**src/rtl/core/sttbl_pkg.sv**
```systemverilog
package sttbl_pkg;

  localparam int TABLE_DEPTH   = 64;
  localparam int MAX_DIMENSION = 4;
  localparam int RES_LIMIT     = 1024;

  localparam int IDX_W    = $clog2(TABLE_DEPTH);
  localparam int KEY_W    = 32;
  localparam int DIM_W    = 8;
  localparam int RES_IN_W = 16;
  localparam int RES_W    = 11;
  localparam int STATUS_W = 3;
  localparam int SLOT_W   = 6;

  typedef enum logic {
    OP_REGISTER = 1'b0,
    OP_LOOKUP   = 1'b1
  } op_t;

  typedef enum logic [STATUS_W-1:0] {
    STAT_OK        = 3'd0,
    STAT_ZERO_KEY  = 3'd1,
    STAT_BAD_DIM   = 3'd2,
    STAT_BAD_RES   = 3'd3,
    STAT_DUPLICATE = 3'd4,
    STAT_FULL      = 3'd5,
    STAT_NOT_FOUND = 3'd6
  } status_t;

  typedef enum logic {
    S_IDLE   = 1'b0,
    S_DECIDE = 1'b1
  } state_t;

  // One table entry as held in a cell.
  typedef struct packed {
    logic             valid;
    logic [KEY_W-1:0] key;
    logic [DIM_W-1:0] dim;
    logic [RES_W-1:0] res;
  } entry_t;

  // Control broadcast from the sequencer to every cell.
  typedef struct packed {
    logic cmp_en;
    logic commit;
  } ctrl_t;

  // Comparison flags reported by a cell.
  typedef struct packed {
    logic lt;
    logic eq;
    logic ins;
  } cell_flags_t;

endpackage

```
**src/rtl/core/sttbl_cell.sv**
```systemverilog
module sttbl_cell
  import sttbl_pkg::*;
(
  input  logic             clk,
  input  logic             rst,
  input  ctrl_t            ctrl,
  input  logic [KEY_W-1:0] search_key,
  input  entry_t           new_entry,
  input  entry_t           prev_entry,
  input  logic             prev_lt,
  output entry_t           entry,
  output cell_flags_t      flags
);

  logic lt;
  logic eq;
  logic ins;
  logic shift;

  // The insertion point is the first cell whose key is not below the search key.
  assign ins   = !lt && prev_lt;
  assign shift = !lt && !prev_lt;

  assign flags.lt  = lt;
  assign flags.eq  = eq;
  assign flags.ins = ins;

  // Only the valid bit and the flags are cleared by reset; the payload of an
  // empty cell is never looked at.
  always_ff @(posedge clk) begin
    if (rst) begin
      lt          <= 1'b0;
      eq          <= 1'b0;
      entry.valid <= 1'b0;
    end else begin
      if (ctrl.cmp_en) begin
        lt <= entry.valid && (entry.key < search_key);
        eq <= entry.valid && (entry.key == search_key);
      end
      if (ctrl.commit) begin
        if (ins) begin
          entry.valid <= new_entry.valid;
          entry.key   <= new_entry.key;
          entry.dim   <= new_entry.dim;
          entry.res   <= new_entry.res;
        end else if (shift) begin
          entry.valid <= prev_entry.valid;
          entry.key   <= prev_entry.key;
          entry.dim   <= prev_entry.dim;
          entry.res   <= prev_entry.res;
        end
      end
    end
  end

endmodule

```
**config.mk**
```make
export PLATFORM = sky130hd
export DESIGN_NAME = sttbl_cell
export DESIGN_NICKNAME = d
export VERILOG_FILES = /design/src/rtl/core/sttbl_pkg.sv /design/src/rtl/core/sttbl_cell.sv
export SDC_FILE = /design/constraint.sdc
export NUM_CORES = 1
export LEC_CHECK = 0
export ABC_AREA = 1
export BUFFER_PORTS_ARGS = -buffer_cell sky130_fd_sc_hd__buf_2
export CELL_PAD_IN_SITES_DETAIL_PLACEMENT = 1
export CELL_PAD_IN_SITES_GLOBAL_PLACEMENT = 2
export CORE_MARGIN = 1.5
export CORE_UTILIZATION = 24
export DETAILED_ROUTE_END_ITERATION = 12
export GPL_TIMING_DRIVEN = 0
export MAX_ROUTING_LAYER = met4
export PLACE_DENSITY = 0.89
export SLEW_MARGIN = 25
export SYNTH_ARGS = -nofsm -noshare
export SYNTH_HDL_FRONTEND = slang
export SYNTH_SLANG_ARGS = --single-unit
```
**constraint.sdc**
```tcl
create_clock -name clk -period 5.2 [get_ports clk]
set_input_delay 0.52 -clock clk [delete_from_list [all_inputs] [get_ports clk]]
set_output_delay 0.52 -clock clk [all_outputs]
set_load 0.03 [all_outputs]
```
==> reports/summary.log <==
[finish] area growth from synthesis to layout 44.6%
[floorplan] Rows 41
[clock_tree] number of levels the H-tree was split into 2
[clock_tree] setup repair bufs after CTS 0
[floorplan] area of the core 0.0128 sq mm
[drt] Remaining DRCs 0
[timing] timing-limited maximum frequency 0.465 GHz
[critical_path] Crit path arrival time 1630 ps
[outcome] run status complete, no violations
[job] count of maximum capacitance violations 0
[critical_path] Worst setup SP type flop
[timing] Worst Max-Slew Pin Slew 346 ps
[finish] FILL cells 1,600
[placement] IO Port Bufs 195
[synthesis] syn nets 550
[drt] total via count after detailed routing 3,213
[placement] final estimated routing congestion in global placement 0.762
[critical_path] chain of cells forming the critical path inv_2 -> nand2_2 -> inv_2 -> buf_2 -> buf_4 -> buf_2
[critical_path] data required time of the worst path 4680 ps
[drt] routed via count divided by cell count 4.26
[power_and_ir_drop] largest voltage drop on the vdd net 0.000124 V
[synthesis] synth warn 0
[timing] final hold violation count 0
[power_and_ir_drop] Internal Power 0.837 mW
[power_and_ir_drop] relative contribution of the clock network to total power 0.336
[finish] net count of the finished layout 754
[power_and_ir_drop] Switching Power 0.330 mW
[power_and_ir_drop] overall power 1.17 mW
[synthesis] sequential cell area fraction in the yosys report 0.502
[synthesis] Async S/R FF share, synth 0
[timing] Min Clock Period, post-route 2150 ps
[power_and_ir_drop] logic gate share of total power 0.221
[synthesis] number of enable flip-flop cells after synthesis 51
[timing] Clock Skew 4.56 ps
[clock_tree] clock insertion delay at the later pin of the skew report 300 ps
[global_routing] wire length of the first global-routing pass 16,800 microns
[synthesis] leading cell types by count after synthesis 191 x sky130_fd_sc_hd__nand2_1, 51 x sky130_fd_sc_hd__edfxtp_1, 39 x sky130_fd_sc_hd__inv_1, 32 x sky130_fd_sc_hd__ha_1, 14 x sky130_fd_sc_hd__a21oi_1
[synthesis] cell area after synthesis 0.00317 sq mm
[critical_path] delay-heaviest family, CP buffers and inverters
[hold_path] Worst Hold Class input pin to flop
[synthesis] Synth Instances 377
[synthesis] unique cell type count in the Yosys netlist 20
[clock_tree] post-cts resize count 0
[drt] post-detailed-route count of antenna-violating nets 0
[critical_path] Slowest-stage cell, CP sky130_fd_sc_hd__dfxtp_1
[floorplan] effective utilization at floorplan 0.248
[clock_tree] Reg clk slew, reported paths 70 ps
[clock_tree] clock buffer count from CTS 5
[timing] fraction of the cycle the final worst path needs 0.414
[synthesis] biggest area consumer among synthesized cells sky130_fd_sc_hd__edfxtp_1
[synthesis] count leader, synth sky130_fd_sc_hd__nand2_1
[placement] Post-Place Setup Slack 3050 ps
[clock_tree] total number of clock tree sinks 54
[critical_path] Buf/Inv on CP 5
[clock_tree] Clock Tree Root sky130_fd_sc_hd__clkbuf_16
[power_and_ir_drop] total power divided by cell area 254 mW/mm^2
[critical_path] worst-path maximum fanout 10
[finish] Antenna diodes 0
[drt] average detailed-routed wire length per instance 13.4 microns
[global_routing] via count of the first global-routing pass 3,587
[global_routing] residual overflow from global routing 0
[floorplan] Die Area 0.0139 sq mm
[critical_path] worst stage delay on the critical path 340 ps
[power_and_ir_drop] share of total power in sequential cells 0.443
[clock_tree] hold buffers post-CTS 0
[synthesis] synth top area cells sky130_fd_sc_hd__edfxtp_1 48%, sky130_fd_sc_hd__nand2_1 23%, sky130_fd_sc_hd__ha_1 13%, sky130_fd_sc_hd__inv_1 4.6%, sky130_fd_sc_hd__a21oi_1 2.2%
[drt] total length of routed wires 10,100 microns
[power_and_ir_drop] switching portion of total power 0.283
[clock_tree] buffers from clock root to sink, at most 2
[critical_path] Setup crit end kind primary output
[critical_path] critical path start-end classification flop to primary output
[drt] starting DRC count in detailed routing 46
[synthesis] per-instance average area after synthesis 8.41 sq um
[placement] placed wire-length estimate 8490 microns
[synthesis] synthesis-stage register bit count 54
[power_and_ir_drop] leakage power of the design 2.51 nW
[timing] Final Setup Violations 0
[drt] number of search-and-repair iterations in the first detailed-routing pass 4
[floorplan] Chip Width 118 microns
[timing] fin. max-slew vios 0
[timing] worst setup margin 3050 ps
[global_routing] Total GRT Usage 0.155
[timing] remaining max-slew budget at the tightest pin 0.769
[synthesis] Yosys top cell area share 0.483
[timing] sum of negative setup slack 0 ps
[floorplan] Boundary Pins 196
[timing] setup repair after global routing missed its margin false
[floorplan] height of the die 118 microns
[global_routing] antenna violations before repair 0
[finish] fraction of layout cells with a size suffix above 1 0.393
[global_routing] pin count of the biggest net entering global routing 26
[synthesis] ys flop type sky130_fd_sc_hd__edfxtp_1
[clock_tree] clock tree from TritonCTS built
-- cell families after synthesis --
logic type	share of synthesized area
AOI/OAI and AO/OA	0.0347
DFF	0.502
buffers and inverters	0.0738
and+or+nand+nor	0.264
adders and majority gates	0.126
-- cell usage in the layout, fill, tap and decap left out, types with 4 or more instances in the layout --
cell and instances:
sky130_fd_sc_hd__buf_2 205, sky130_fd_sc_hd__nand2_1 191, sky130_fd_sc_hd__edfxtp_1 51, sky130_fd_sc_hd__inv_1 39
sky130_fd_sc_hd__ha_1 32, sky130_fd_sc_hd__a21oi_1 14, sky130_fd_sc_hd__nor2_1 11, sky130_fd_sc_hd__clkbuf_16 5
sky130_fd_sc_hd__inv_2 4, sky130_fd_sc_hd__nand3_1 4
-- layout make-up --
class | instances | area (sq um) | area share
Timing Repair Buffer | 197 | 1020 | 0.223
Multi-Input combinational cell | 267 | 1350 | 0.295
Sequential cell | 54 | 1590 | 0.347
Tap cell | 172 | 215 | 0.0469
Clock inverter | 3 | 43.8 | 0.00955
Buffer | 13 | 72.6 | 0.0158
Clock buffer | 5 | 125 | 0.0273
Inverter | 43 | 161 | 0.0352
-- flip-flops by register name, summed over array words and instances (netlist names) --
name and count:
lt 1, eq 1, entry 52
-- power groups by stage --
stage / Combinational [mW] / Sequential, mW / Clock (mW)
2_1_floorplan: 0.102 / 0.572 / 0
3_3_place_gp: 0.248 / 0.529 / 0
3_5_place_dp: 0.264 / 0.528 / 0
4_1_cts: 0.265 / 0.518 / 0.408
5_1_grt: 0.292 / 0.521 / 0.422
6_report: 0.258 / 0.518 / 0.392
-- per-layer routing --
layer,part of all wire,track usage
met1,0.42,0.176
met2,0.51,0.283
met3,0.051,0.0276
met4,0.011,0.0335
met5,0,-
-- stage by stage --
step,hold slack (ps),area (sq um),utilization,std cells
2_1_floorplan,438,3170,-,377
3_3_place_gp,457,4360,0.342,744
3_5_place_dp,472,4420,0.346,746
4_1_cts,451,4590,0.359,754
5_1_grt,464,4590,0.359,754
6_report,459,4590,0.359,754
-- worst paths after layout --
path              slack [ps]           startpoint  cells after the start         endpoint
setup reg to reg        3590  entry[50]$_DFFE_PP_                      8  lt$_SDFFE_PP0P_
hold reg to reg          480      eq$_SDFFE_PP0P_                      2  eq$_SDFFE_PP0P_
hold / removal           460                  rst                      2  eq$_SDFFE_PP0P_
setup / recovery        3050      lt$_SDFFE_PP0P_                      6         flags[0]
No activity file was read; power rests on OpenSTA's default activity.
